[src/rtl/edfs_pkg.sv]
package edfs_pkg;

	localparam int unsigned TIME_W = 32;
	localparam int unsigned WORK_W = 16;
	localparam int unsigned CFGF_W = 16;
	localparam int unsigned NUM_W  = 5;
	localparam int unsigned MASK_W = 16;
	localparam int unsigned TID_W  = 4;

	// input action codes
	localparam logic ACT_LOAD = 1'b0;
	localparam logic ACT_TICK = 1'b1;

	// per-task run-time state
	typedef struct packed {
		logic [TIME_W-1:0] next_rel;
		logic [WORK_W-1:0] rem_work;
		logic [TIME_W-1:0] abs_dl;
	} dyn_t;

	// per-task static parameters
	typedef struct packed {
		logic [CFGF_W-1:0] exec_time;
		logic [CFGF_W-1:0] period;
		logic [CFGF_W-1:0] rel_dl;
	} tcfg_t;

	// table write strobes
	typedef struct packed {
		logic cfg_we;
		logic dyn_we;
		logic rw_we;
	} tbl_ctl_t;

	// saturating time add
	function automatic logic [TIME_W-1:0] sat_add(input logic [TIME_W-1:0] a,
		input logic [CFGF_W-1:0] b);
		logic [TIME_W:0] s;
		s = {1'b0, a} + {{(TIME_W+1-CFGF_W){1'b0}}, b};
		return s[TIME_W] ? {TIME_W{1'b1}} : s[TIME_W-1:0];
	endfunction

endpackage

[src/rtl/edfs_table.sv]
// Task table: static parameters and run-time state, one write and one
// registered read per cycle.
module edfs_table #(
	parameter int unsigned DEPTH = 16,
	parameter int unsigned AW    = 4
) (
	input  logic               clk,
	input  edfs_pkg::tbl_ctl_t ctl,
	input  logic [AW-1:0]      waddr,
	input  edfs_pkg::dyn_t     wdyn,
	input  edfs_pkg::tcfg_t    wcfg,
	input  logic [AW-1:0]      raddr,
	output edfs_pkg::dyn_t     rdyn,
	output edfs_pkg::tcfg_t    rcfg
);

	logic [edfs_pkg::TIME_W-1:0] nr_mem [DEPTH];
	logic [edfs_pkg::WORK_W-1:0] rw_mem [DEPTH];
	logic [edfs_pkg::TIME_W-1:0] ad_mem [DEPTH];
	edfs_pkg::tcfg_t             cf_mem [DEPTH];

	// write port
	always_ff @(posedge clk) begin
		if (ctl.cfg_we) begin
			cf_mem[waddr] <= wcfg;
		end
		if (ctl.dyn_we) begin
			nr_mem[waddr] <= wdyn.next_rel;
			ad_mem[waddr] <= wdyn.abs_dl;
		end
		if (ctl.dyn_we || ctl.rw_we) begin
			rw_mem[waddr] <= wdyn.rem_work;
		end
	end

	// registered read port
	always_ff @(posedge clk) begin
		rdyn.next_rel <= nr_mem[raddr];
		rdyn.rem_work <= rw_mem[raddr];
		rdyn.abs_dl   <= ad_mem[raddr];
		rcfg          <= cf_mem[raddr];
	end

endmodule

[src/rtl/edfs_eval.sv]
// Per-entry evaluation unit, shared by every entry of the scan: release
// check and refill, then earliest-deadline compare against the best so far.
module edfs_eval (
	input  logic [edfs_pkg::TIME_W-1:0] now,
	input  edfs_pkg::dyn_t              cur,
	input  edfs_pkg::tcfg_t             cfg,
	input  logic                        found,
	input  logic [edfs_pkg::TIME_W-1:0] best_dl,
	output logic                        released,
	output edfs_pkg::dyn_t              upd,
	output logic                        better
);

	logic cand;

	// release: refill work, set deadline, advance next release
	always_comb begin
		released = (cur.next_rel == now);
		if (released) begin
			upd.next_rel = edfs_pkg::sat_add(cur.next_rel, cfg.period);
			upd.rem_work = cfg.exec_time;
			upd.abs_dl   = edfs_pkg::sat_add(now, cfg.rel_dl);
		end else begin
			upd = cur;
		end
	end

	// strict compare keeps the lowest index on ties
	assign cand   = (upd.rem_work != '0) && (upd.abs_dl > now);
	assign better = cand && (!found || (upd.abs_dl < best_dl));

endmodule

[src/rtl/edf_task_scheduler.sv]
// Earliest-deadline-first scheduler for periodic tasks. A load item writes one
// task entry, zeroes its run-time state and resets time to 0. A tick item walks
// entries 0..n-1 (n = min(num_tasks, MAX_TASKS)) through one shared evaluation
// unit, one entry per cycle off the table's registered read port, then charges
// one work unit to the winner. The result sits in an output register, so the
// scan of the next item can start while it waits. num_tasks is written through
// cfg_we/cfg_wdata; the user must write it only while the block is idle, as the
// block itself does not enforce this.
module edf_task_scheduler #(
	parameter int unsigned MAX_TASKS = 16
) (
	input  logic                        clk,
	input  logic                        arst_n,
	input  logic                        cfg_we,
	input  logic [edfs_pkg::NUM_W-1:0]  cfg_wdata,
	input  logic                        in_valid,
	output logic                        in_ready,
	input  logic                        action,
	input  logic [3:0]                  task_index,
	input  logic [15:0]                 exec_time,
	input  logic [15:0]                 period,
	input  logic [15:0]                 rel_deadline,
	output logic                        out_valid,
	input  logic                        out_ready,
	output logic [edfs_pkg::MASK_W-1:0] released_mask,
	output logic                        ran,
	output logic [edfs_pkg::TID_W-1:0]  running_task,
	output logic                        completed,
	output logic [edfs_pkg::TIME_W-1:0] current_time
);

	localparam int unsigned IDXW = (MAX_TASKS > 1) ? $clog2(MAX_TASKS) : 1;
	localparam int unsigned NW   = $clog2(MAX_TASKS + 1);

	typedef enum logic [3:0] {
		ST_IDLE = 4'b0001,
		ST_SCAN = 4'b0010,
		ST_FIN  = 4'b0100,
		ST_POST = 4'b1000
	} state_t;

	state_t                        state_q;
	logic [edfs_pkg::NUM_W-1:0]    num_tasks_q;
	logic [edfs_pkg::TIME_W-1:0]   tick_q;
	logic [edfs_pkg::TIME_W-1:0]   now_q;
	logic [NW-1:0]                 n_cnt;
	logic [NW-1:0]                 rd_ptr_q;
	logic                          vld_s1;
	logic [IDXW-1:0]               idx_s1;
	logic                          found_q;
	logic [IDXW-1:0]               best_q;
	logic [edfs_pkg::TIME_W-1:0]   best_dl_q;
	logic [edfs_pkg::WORK_W-1:0]   best_rw_q;
	logic                          done_q;
	logic [edfs_pkg::MASK_W-1:0]   mask_q;
	logic                          out_valid_q;

	logic                          in_xfer;
	logic                          ld_hit;
	edfs_pkg::tbl_ctl_t            tctl;
	logic [IDXW-1:0]               waddr;
	edfs_pkg::dyn_t                wdyn;
	edfs_pkg::tcfg_t               wcfg;
	edfs_pkg::dyn_t                rdyn;
	edfs_pkg::tcfg_t               rcfg;
	logic                          ev_rel;
	edfs_pkg::dyn_t                ev_upd;
	logic                          ev_better;

	assign in_ready  = (state_q == ST_IDLE);
	assign in_xfer   = in_valid && in_ready;
	assign out_valid = out_valid_q;
	assign ld_hit    = (32'(task_index) < 32'(MAX_TASKS));

	// entries in use, clamped to the table size
	assign n_cnt = (32'(num_tasks_q) > 32'(MAX_TASKS)) ? NW'(MAX_TASKS) : NW'(num_tasks_q);

	// config register
	always_ff @(posedge clk or negedge arst_n) begin
		if (!arst_n) begin
			num_tasks_q <= edfs_pkg::NUM_W'(1);
		end else if (cfg_we) begin
			num_tasks_q <= cfg_wdata;
		end
	end

	// table write port select: load, scan write-back, final charge
	always_comb begin
		tctl           = '0;
		waddr          = idx_s1;
		wdyn           = ev_upd;
		wcfg.exec_time = exec_time;
		wcfg.period    = period;
		wcfg.rel_dl    = rel_deadline;
		if (in_xfer && (action == edfs_pkg::ACT_LOAD)) begin
			tctl.cfg_we = ld_hit;
			tctl.dyn_we = ld_hit;
			waddr       = IDXW'(task_index);
			wdyn        = '0;
		end else if ((state_q == ST_SCAN) && vld_s1) begin
			tctl.dyn_we = ev_rel;
		end else if ((state_q == ST_FIN) && found_q) begin
			tctl.rw_we    = 1'b1;
			waddr         = best_q;
			wdyn.rem_work = best_rw_q - 1'b1;
		end
	end

	edfs_table #(
		.DEPTH(MAX_TASKS),
		.AW   (IDXW)
	) u_table (
		.clk  (clk),
		.ctl  (tctl),
		.waddr(waddr),
		.wdyn (wdyn),
		.wcfg (wcfg),
		.raddr(rd_ptr_q[IDXW-1:0]),
		.rdyn (rdyn),
		.rcfg (rcfg)
	);

	edfs_eval u_eval (
		.now     (now_q),
		.cur     (rdyn),
		.cfg     (rcfg),
		.found   (found_q),
		.best_dl (best_dl_q),
		.released(ev_rel),
		.upd     (ev_upd),
		.better  (ev_better)
	);

	// sequencer
	always_ff @(posedge clk or negedge arst_n) begin
		if (!arst_n) begin
			state_q  <= ST_IDLE;
			tick_q   <= '0;
			rd_ptr_q <= '0;
			vld_s1   <= 1'b0;
			found_q  <= 1'b0;
		end else begin
			unique case (state_q)
				ST_IDLE: begin
					if (in_xfer) begin
						found_q  <= 1'b0;
						rd_ptr_q <= '0;
						vld_s1   <= 1'b0;
						if (action == edfs_pkg::ACT_LOAD) begin
							tick_q  <= '0;
							state_q <= ST_POST;
						end else begin
							state_q <= (n_cnt == '0) ? ST_FIN : ST_SCAN;
						end
					end
				end
				ST_SCAN: begin
					// issue one read per cycle, evaluate the one issued last cycle
					if (rd_ptr_q < n_cnt) begin
						rd_ptr_q <= NW'(rd_ptr_q + 1'b1);
						vld_s1   <= 1'b1;
					end else begin
						vld_s1 <= 1'b0;
					end
					if (vld_s1 && ev_better) begin
						found_q <= 1'b1;
					end
					if (!vld_s1 && (rd_ptr_q == n_cnt)) begin
						state_q <= ST_FIN;
					end
				end
				ST_FIN: begin
					tick_q  <= (tick_q == '1) ? tick_q : tick_q + 1'b1;
					state_q <= ST_POST;
				end
				ST_POST: begin
					if (!out_valid_q || out_ready) begin
						state_q <= ST_IDLE;
					end
				end
				default: begin
					state_q <= ST_IDLE;
				end
			endcase
		end
	end

	// scan datapath and result staging
	always_ff @(posedge clk) begin
		idx_s1 <= rd_ptr_q[IDXW-1:0];
		if (in_xfer) begin
			now_q  <= (action == edfs_pkg::ACT_LOAD) ? '0 : tick_q;
			mask_q <= '0;
			best_q <= '0;
			done_q <= 1'b0;
		end
		if ((state_q == ST_SCAN) && vld_s1) begin
			if (ev_rel && (32'(idx_s1) < 32'(edfs_pkg::MASK_W))) begin
				mask_q[edfs_pkg::TID_W'(idx_s1)] <= 1'b1;
			end
			if (ev_better) begin
				best_q    <= idx_s1;
				best_dl_q <= ev_upd.abs_dl;
				best_rw_q <= ev_upd.rem_work;
			end
		end
		if ((state_q == ST_FIN) && found_q) begin
			done_q <= (best_rw_q == edfs_pkg::WORK_W'(1));
		end
	end

	// output register
	always_ff @(posedge clk or negedge arst_n) begin
		if (!arst_n) begin
			out_valid_q <= 1'b0;
		end else if ((state_q == ST_POST) && (!out_valid_q || out_ready)) begin
			out_valid_q <= 1'b1;
		end else if (out_ready) begin
			out_valid_q <= 1'b0;
		end
	end

	always_ff @(posedge clk) begin
		if ((state_q == ST_POST) && (!out_valid_q || out_ready)) begin
			released_mask <= mask_q;
			ran           <= found_q;
			running_task  <= edfs_pkg::TID_W'(best_q);
			completed     <= found_q && done_q;
			current_time  <= now_q;
		end
	end

	// checks
	a_load_clears_time: assert property (@(posedge clk) disable iff (!arst_n)
		(in_xfer && (action == edfs_pkg::ACT_LOAD)) |=> (tick_q == '0) && (state_q == ST_POST))
		else $error("load did not clear time");

	a_s1_in_scan: assert property (@(posedge clk) disable iff (!arst_n)
		(vld_s1 && (state_q != ST_IDLE)) |-> (state_q == ST_SCAN))
		else $error("evaluation stage active outside the scan");

	a_best_in_range: assert property (@(posedge clk) disable iff (!arst_n)
		((state_q == ST_FIN) && found_q) |-> (32'(best_q) < 32'(n_cnt)))
		else $error("selected task outside the entries in use");

	a_fin_after_drain: assert property (@(posedge clk) disable iff (!arst_n)
		(state_q == ST_FIN) |-> (!vld_s1 && (rd_ptr_q == n_cnt)))
		else $error("scan finished before all entries were evaluated");

endmodule

[config.mk]
export PLATFORM = sky130hd
export DESIGN_NAME = edf_task_scheduler
export DESIGN_NICKNAME = d
export VERILOG_FILES = /design/src/rtl/edfs_pkg.sv /design/src/rtl/edfs_table.sv /design/src/rtl/edfs_eval.sv /design/src/rtl/edf_task_scheduler.sv
export SDC_FILE = /design/constraint.sdc
export NUM_CORES = 2
export LEC_CHECK = 0
export BUFFER_PORTS_ARGS = -buffer_cell sky130_fd_sc_hd__buf_4
export CORE_ASPECT_RATIO = 1.5
export CORE_MARGIN = 2
export CORE_UTILIZATION = 63
export CTS_CLUSTER_SIZE = 28
export DETAILED_ROUTE_END_ITERATION = 8
export PLACE_DENSITY = 0.8
export RECOVER_POWER = 25
export SETUP_SLACK_MARGIN = 0.2
export SLEW_MARGIN = 20
export SYNTH_ARGS = -nofsm -noshare
export SYNTH_HDL_FRONTEND = slang
export SYNTH_SLANG_ARGS = --single-unit
[constraint.sdc]
create_clock -name clk -period 7.9 [get_ports clk]
set_input_delay 0.395 -clock clk [delete_from_list [all_inputs] [get_ports clk]]
set_output_delay 0.395 -clock clk [all_outputs]
set_load 0.02 [all_outputs]
# Yosys cells after proc, flatten, opt, wreduce, memory -nomap -nowiden
# Memories as Yosys holds them, arrays and structs flattened. A register that Yosys moved wholly into a read port is not among the register bits.
# Index checks and enable logic that the tools add are counted.
[op_classes] addsub=5 order_cmp=6 n_eq_ne=14 n_mux=53 n_bitwise=2 n_reduce_logical=29
[op_table] cell="32-bit two-way mux" count=7
[op_table] cell="16-bit two-way mux" count=6
[op_table] cell="80-bit two-way mux" count=1
[op_table] cell="32-bit by 16-bit adder with 33-bit output" count=2
[op_table] cell="32-bit one-hot mux with 2 select lines" count=1
[op_table] cell="4-bit two-way mux" count=10
[op_table] cell="32-bit by 1-bit adder with 32-bit output (second input constant)" count=1
[op_table] cell="32-bit equality test" count=1
[op_table] cell="32-bit equality test (second input constant)" count=1
[op_table] cell="32-bit > comparator" count=1
[op_table] cell="32-bit < comparator" count=1
[op_table] cell="1-bit two-way mux" count=19
[op_table] cell="16-bit by 1-bit equality test with 1-bit output (second input constant)" count=1
[op_table] cell="16-bit OR" count=1
[op_table] cell="4-bit one-hot mux with 4 select lines" count=1
[op_table] cell="16-bit nonzero test" count=1
[op_table] cell="16-bit by 1-bit subtractor with 16-bit output (second input constant)" count=1
[op_table] cell="5-bit two-way mux" count=3
[op_table] cell="3-bit AND reduction" count=4
[op_table] cell="1-bit logical AND" count=11
[op_table] cell="2-bit by 1-bit != test with 1-bit output (second input constant)" count=5
[op_table] cell="5-bit one-hot mux with 2 select lines" count=1
[op_table] cell="2-bit nonzero test" count=4
[op_table] cell="5-bit by 1-bit adder with 5-bit output (second input constant)" count=1
[op_table] cell="other kinds (18)" count=24
[word_totals] reg_bits=208 mem_bits_rw=2048 in_bits=63 output_inout_bits=56 word_cells=132 mem_count=4
[mem_list] name="u_table.cf_mem" depth=16 word_bits=48 rd=1 rd_ports_with_merged_regs=1 write_ports=1 line="edfs_table.sv:20" source="edfs_pkg::tcfg_t cf_mem [DEPTH];"
[mem_list] name="u_table.ad_mem" depth=16 word_bits=32 rd=1 rd_ports_with_merged_regs=1 write_ports=1 line="edfs_table.sv:19" source="logic [edfs_pkg::TIME_W-1:0] ad_mem [DEPTH];"
[mem_list] name="u_table.nr_mem" depth=16 word_bits=32 rd=1 rd_ports_with_merged_regs=1 write_ports=1 line="edfs_table.sv:17" source="logic [edfs_pkg::TIME_W-1:0] nr_mem [DEPTH];"
[mem_list] name="u_table.rw_mem" depth=16 word_bits=16 rd=1 rd_ports_with_merged_regs=1 write_ports=1 line="edfs_table.sv:18" source="logic [edfs_pkg::WORK_W-1:0] rw_mem [DEPTH];"

# Logic depth before layout (Yosys ltp)
[depth] depth_word=9 mapped_depth=21 ltp_nobuf=19

# Hierarchy
# Synthesis repeated with hierarchy kept, for this count alone.
[unflattened] hier_cells=4875 area_unflattened_um2=93692.4
[modules_own_cells] mod="edfs_table" instances=1 cells_per_inst=3438 area_per_inst_um2=79924.2 seq_area_each_um2=64061.4
[modules_own_cells] mod="edf_task_scheduler" instances=1 cells_per_inst=694 area_per_inst_um2=8724.6 seq_area_each_um2=5763.0
[modules_own_cells] mod="edfs_eval" instances=1 cells_per_inst=743 area_per_inst_um2=5043.6 seq_area_each_um2=0.0

# Worst setup path before layout
# No wires, ideal clock.
[synth_timing] kind="register to register" start="reg state_q[0]" end="mem u_table.ad_mem[11][0] in the netlist's numbering (enable)" setup_time_ns=0.565 arrival_time_ns=6.405 required_time_ns=7.335 path_slack_ns=0.930 stages_incl_launch_ff=9 path_buffers=1 period_less_slack_ns=6.970 path_cell_list="dfstp_2 nor4b_4 nand2_4 nor2_4 buf_4 nand2_1 o21ai_2 nand2_1 nor3_1"
[synth_between] elab_chain_len=6 word_cells_on_any_way=14 cone_classes="eq/ne: 3; mux: 7; reduce/logical: 4"
[synth_rtl] item="from (decl)" line="edf_task_scheduler.sv:42" source="state_t state_q;"
[synth_rtl] item="from (signal assigned)" line="edf_task_scheduler.sv:153" source="state_q <= (n_cnt == '0) ? ST_FIN : ST_SCAN;"
[synth_rtl] item="4-bit by 1-bit equality test with 1-bit output *" line="edf_task_scheduler.sv:70" source="assign in_ready = (state_q == ST_IDLE);"
[synth_rtl] item="named net in_ready" line="edf_task_scheduler.sv:17" source="output logic in_ready,"
[synth_rtl] item="1-bit logical AND *" line="edf_task_scheduler.sv:71" source="assign in_xfer = in_valid && in_ready;"
[synth_rtl] item="1-bit logical AND *" line="edf_task_scheduler.sv:95" source="if (in_xfer && (action == edfs_pkg::ACT_LOAD)) begin"
[synth_rtl] item="1-bit two-way mux" line="edf_task_scheduler.sv:95"
[synth_rtl] item="1-bit two-way mux" line="edfs_table.sv:27" source="if (ctl.dyn_we) begin"
[synth_rtl] item="1-bit two-way mux (implied by the code)" line="edfs_table.sv:29" source="ad_mem[waddr] <= wdyn.abs_dl;"
[synth_rtl] item="to (decl)" line="edfs_table.sv:19"
# The timed path passes the listed nets; every way through them passes the cells marked *.

==> impl_metrics.ini <==
[run_status]
violations = max-capacitance violations, max-slew violations
status = finished, violations left

[die]
io_pins = 119
die-height_um = 474
die-width_um = 317
initial_core_util = 0.634
rows = 172
design.core.area_um2 = 146000
die_area_um2 = 150000

[grt]
grt_max_degree = 146
grt_overflow_total = 0
grt_usage = 0.313
grt_pass1_vias = 48400
grt_pass1_wl_um = 334000
antenna_found_initial = 14

[critical_path]
critical_path_class = register to register
cp.required_ns = 8.39
worstSetupEndpointType = register
reg2reg_slack_ns = 0.84
start_kind = register
cp_data_arrival_time_ns = 7.55
cp_max_fo = 29

[clocking]
clock_latency_ns = 0.85
clk_path_buf_depth = 3
clkTransAtPathRegs_ns = 0.07
cts-root-buf = clkbuf_16
cts_buffers = 202
cts_tree = done
cts.sinks = 2384
cts_max_level = 4

[synth]
syn-num-nets = 4599
synthAdderAreaFrac = 0.0144
synth_compound_area_frac = 0.0249
yosys.area_share.simple = 0.0279
synth-seq-cells = 2384
syn_inst = 4430
syn_area_um2 = 92800
synth-edff-count = 2183
ys_seq_area_frac = 0.752
synth_top_family_by_area = multiplexers
synth-xor-area-share = 0.00802
synth_cell_types = 77
synth_warnings = 0
synthArstFlopShare = 0.0206
synth-main-ff-cell = edfxtp_1
synth.avg_cell_area_um2 = 21.0
muxShareOfSynthArea = 0.160

[detailed_routing]
vias = 46700
wire_per_inst_um = 33.8
dr.pass1.iters = 6
dr.first_iter.drc_count = 5743
postRouteWirelength_um = 231000
drc_errors = 0
postRouteAntennaNets = 0
via_per_inst = 6.84

[power_and_ir_drop]
power_leakage_nw = 32.5
power_density_nw_per_um2 = 312
max-vdd-ir-drop_v = 0.000241

[final_layout]
drive_above_1_share = 0.238
areaGrowthSynthToFinish_pct = 11.6
fill_cells = 8477
final_common_cell = edfxtp_1
layout_common_cells = edfxtp_1, mux4_2, clkbuf_16
layout.nets = 4902
stdcell_area_um2 = 104000

[place]
port_buffers = 118
place.gp.congestion = 0.962
place_ws_ns = 1.42
hpwl_um = 127000
place_area_um2 = 96800

[timing]
tightest_slew_ns = 3.83
clock_skew_ns = 0.0358
relSlewSlack = -1.55
maxSlewViolCount = 455
setup-violations-final = 0
period_share = 0.893
max_freq_mhz = 142
grt_setup_unrepaired = false
hold_viol = 0
finalWorstSetupSlack_ns = 0.842
fin_crit_ns = 7.06
tns_ns = 0

[hold_path]
hp-class = input pin to register

[run]
drv_cap = 11
==> flip-flops by register name, indices dropped and copies added, names as in the netlist, 5 cells and up <==
name and count:
u_table.ad_mem 512, num_tasks_q 5, mask_q 16, u_table.rcfg 48
released_mask 16, now_q 32, best_rw_q 16, u_table.cf_mem 768
current_time 32, u_table.nr_mem 512, u_table.rdyn 80, tick_q 32
best_dl_q 32, rd_ptr_q 5, u_table.rw_mem 256
==> final timing paths <==
path,start,end,cells past startpoint
worst min-delay path,action,state_q[1],3
worst max register to register,now_q[18],best_rw_q[10],17
max in group asynchronous,arst_n,rd_ptr_q[1],2
worst min register to register,mask_q[1],released_mask[1],0
min in group asynchronous,arst_n,out_valid,2
worst max-delay path,now_q[18],best_rw_q[10],17
==> cell families (layout without fill, tap and decap cells) <==
logic type / after synthesis / count (layout)
other: 0 / 10
DFF: 2384 / 2384
muxes: 683 / 683
buffers and inverters: 296 / 775
adders and majority gates: 106 / 106
and+or+nand+nor: 505 / 505
xor gates and xnor gates: 85 / 85
AOI/OAI and AO/OA: 371 / 371
==> synthesized netlist by cell type, types with 6 or more instances <==
master	instances	area (um^2)
ha_1	104	1300
and3_1	26	163
and2_1	59	369
xor2_1	54	473
o31ai_1	7	52.6
xnor2_1	31	272
nand2b_1	19	119
a31oi_1	22	138
nand2_1	102	383
clkbuf_1	141	529
mux2i_1	20	200
nor2b_1	9	56.3
or3_1	9	56.3
a21o_1	13	97.6
nor2_1	116	435
mux4_2	640	14400
a311oi_1	6	52.6
edfxtp_1	2183	65600
buf_1	41	154
o22a_1	9	78.8
dfrtp_1	47	1180
mux2_2	23	259
a211oi_1	18	135
nand3_1	48	240
inv_1	92	345
o21a_1	9	67.6
o41ai_1	11	96.3
and4_1	7	61.3
buf_2	20	100
nand4_1	19	119
a21oi_1	122	611
nor3_1	50	250
nor4_1	22	138
o21ai_0	94	470
dfxtp_1	152	3040
==> area by class of cell <==
| cell class | count | area, um^2 | share of cell area |
|---|---|---|---|
| multi-input cells | 1750 | 22200 | 0.214 |
| clock buffers | 293 | 5820 | 0.0562 |
| well taps | 1914 | 2390 | 0.0231 |
| flip-flops and latches | 2384 | 69800 | 0.674 |
| clock inverters | 87 | 783 | 0.00756 |
| repair buffers | 303 | 2220 | 0.0214 |
| diodes | 10 | 25.0 | 0.000242 |
| inverters | 92 | 345 | 0.00333 |
==> through the flow <==
stage | total power [mW] | instances | hold slack, ns | utilization
final | 32.3 | 6833 | 0.0500 | 0.708
after detailed placement | 22.5 | 6381 | 0.414 | 0.661
after global placement | 22.4 | 6378 | 0.414 | 0.661
after global routing | 33.3 | 6826 | 0.0602 | 0.708
after CTS | 32.4 | 6822 | 0.0155 | 0.711
after floorplan | 20.3 | 4430 | 0.0994 | -
==> routing by layer <==
metal  part of all wire  GRT usage  wire length, um
met3              0.077     0.0482            17800
met2               0.52      0.543           121000
met1               0.34      0.384            79000
met4              0.058      0.163            13300
met5            0.00035          0               80
==> power breakdown <==
group          internal [mW]  total, mW  leakage, nW  switching, mW
combinational           2.72       6.52         7.61           3.80
sequential              15.3       15.9         21.7          0.604
clock                   5.51       9.93         3.24           4.42
==> critical path, cell delays in order (launching register included) <==
cell	delay, ns
edfxtp_1	0.53
xor2_1	0.22
nor4_1	0.42
nand4_1	0.27
nor2_1	0.94
o21ai_2	0.39
nor2_1	0.19
mux2i_1	0.13
o21a_1	0.18
ha_1	0.32
nand4_1	0.10
nor3_1	0.22
nand2_1	0.12
nor3_1	0.55
o41ai_1	0.32
a211oi_1	0.42
o211a_2	0.86
buf_4	0.49
==> timing repair <==
action	4_1_cts	5_1_grt
hold buffers	61	0
endpoints found under the hold margin	823	0
buffers inserted	0	0
resized for setup	0	0
Power figures use the tool's default switching activity.
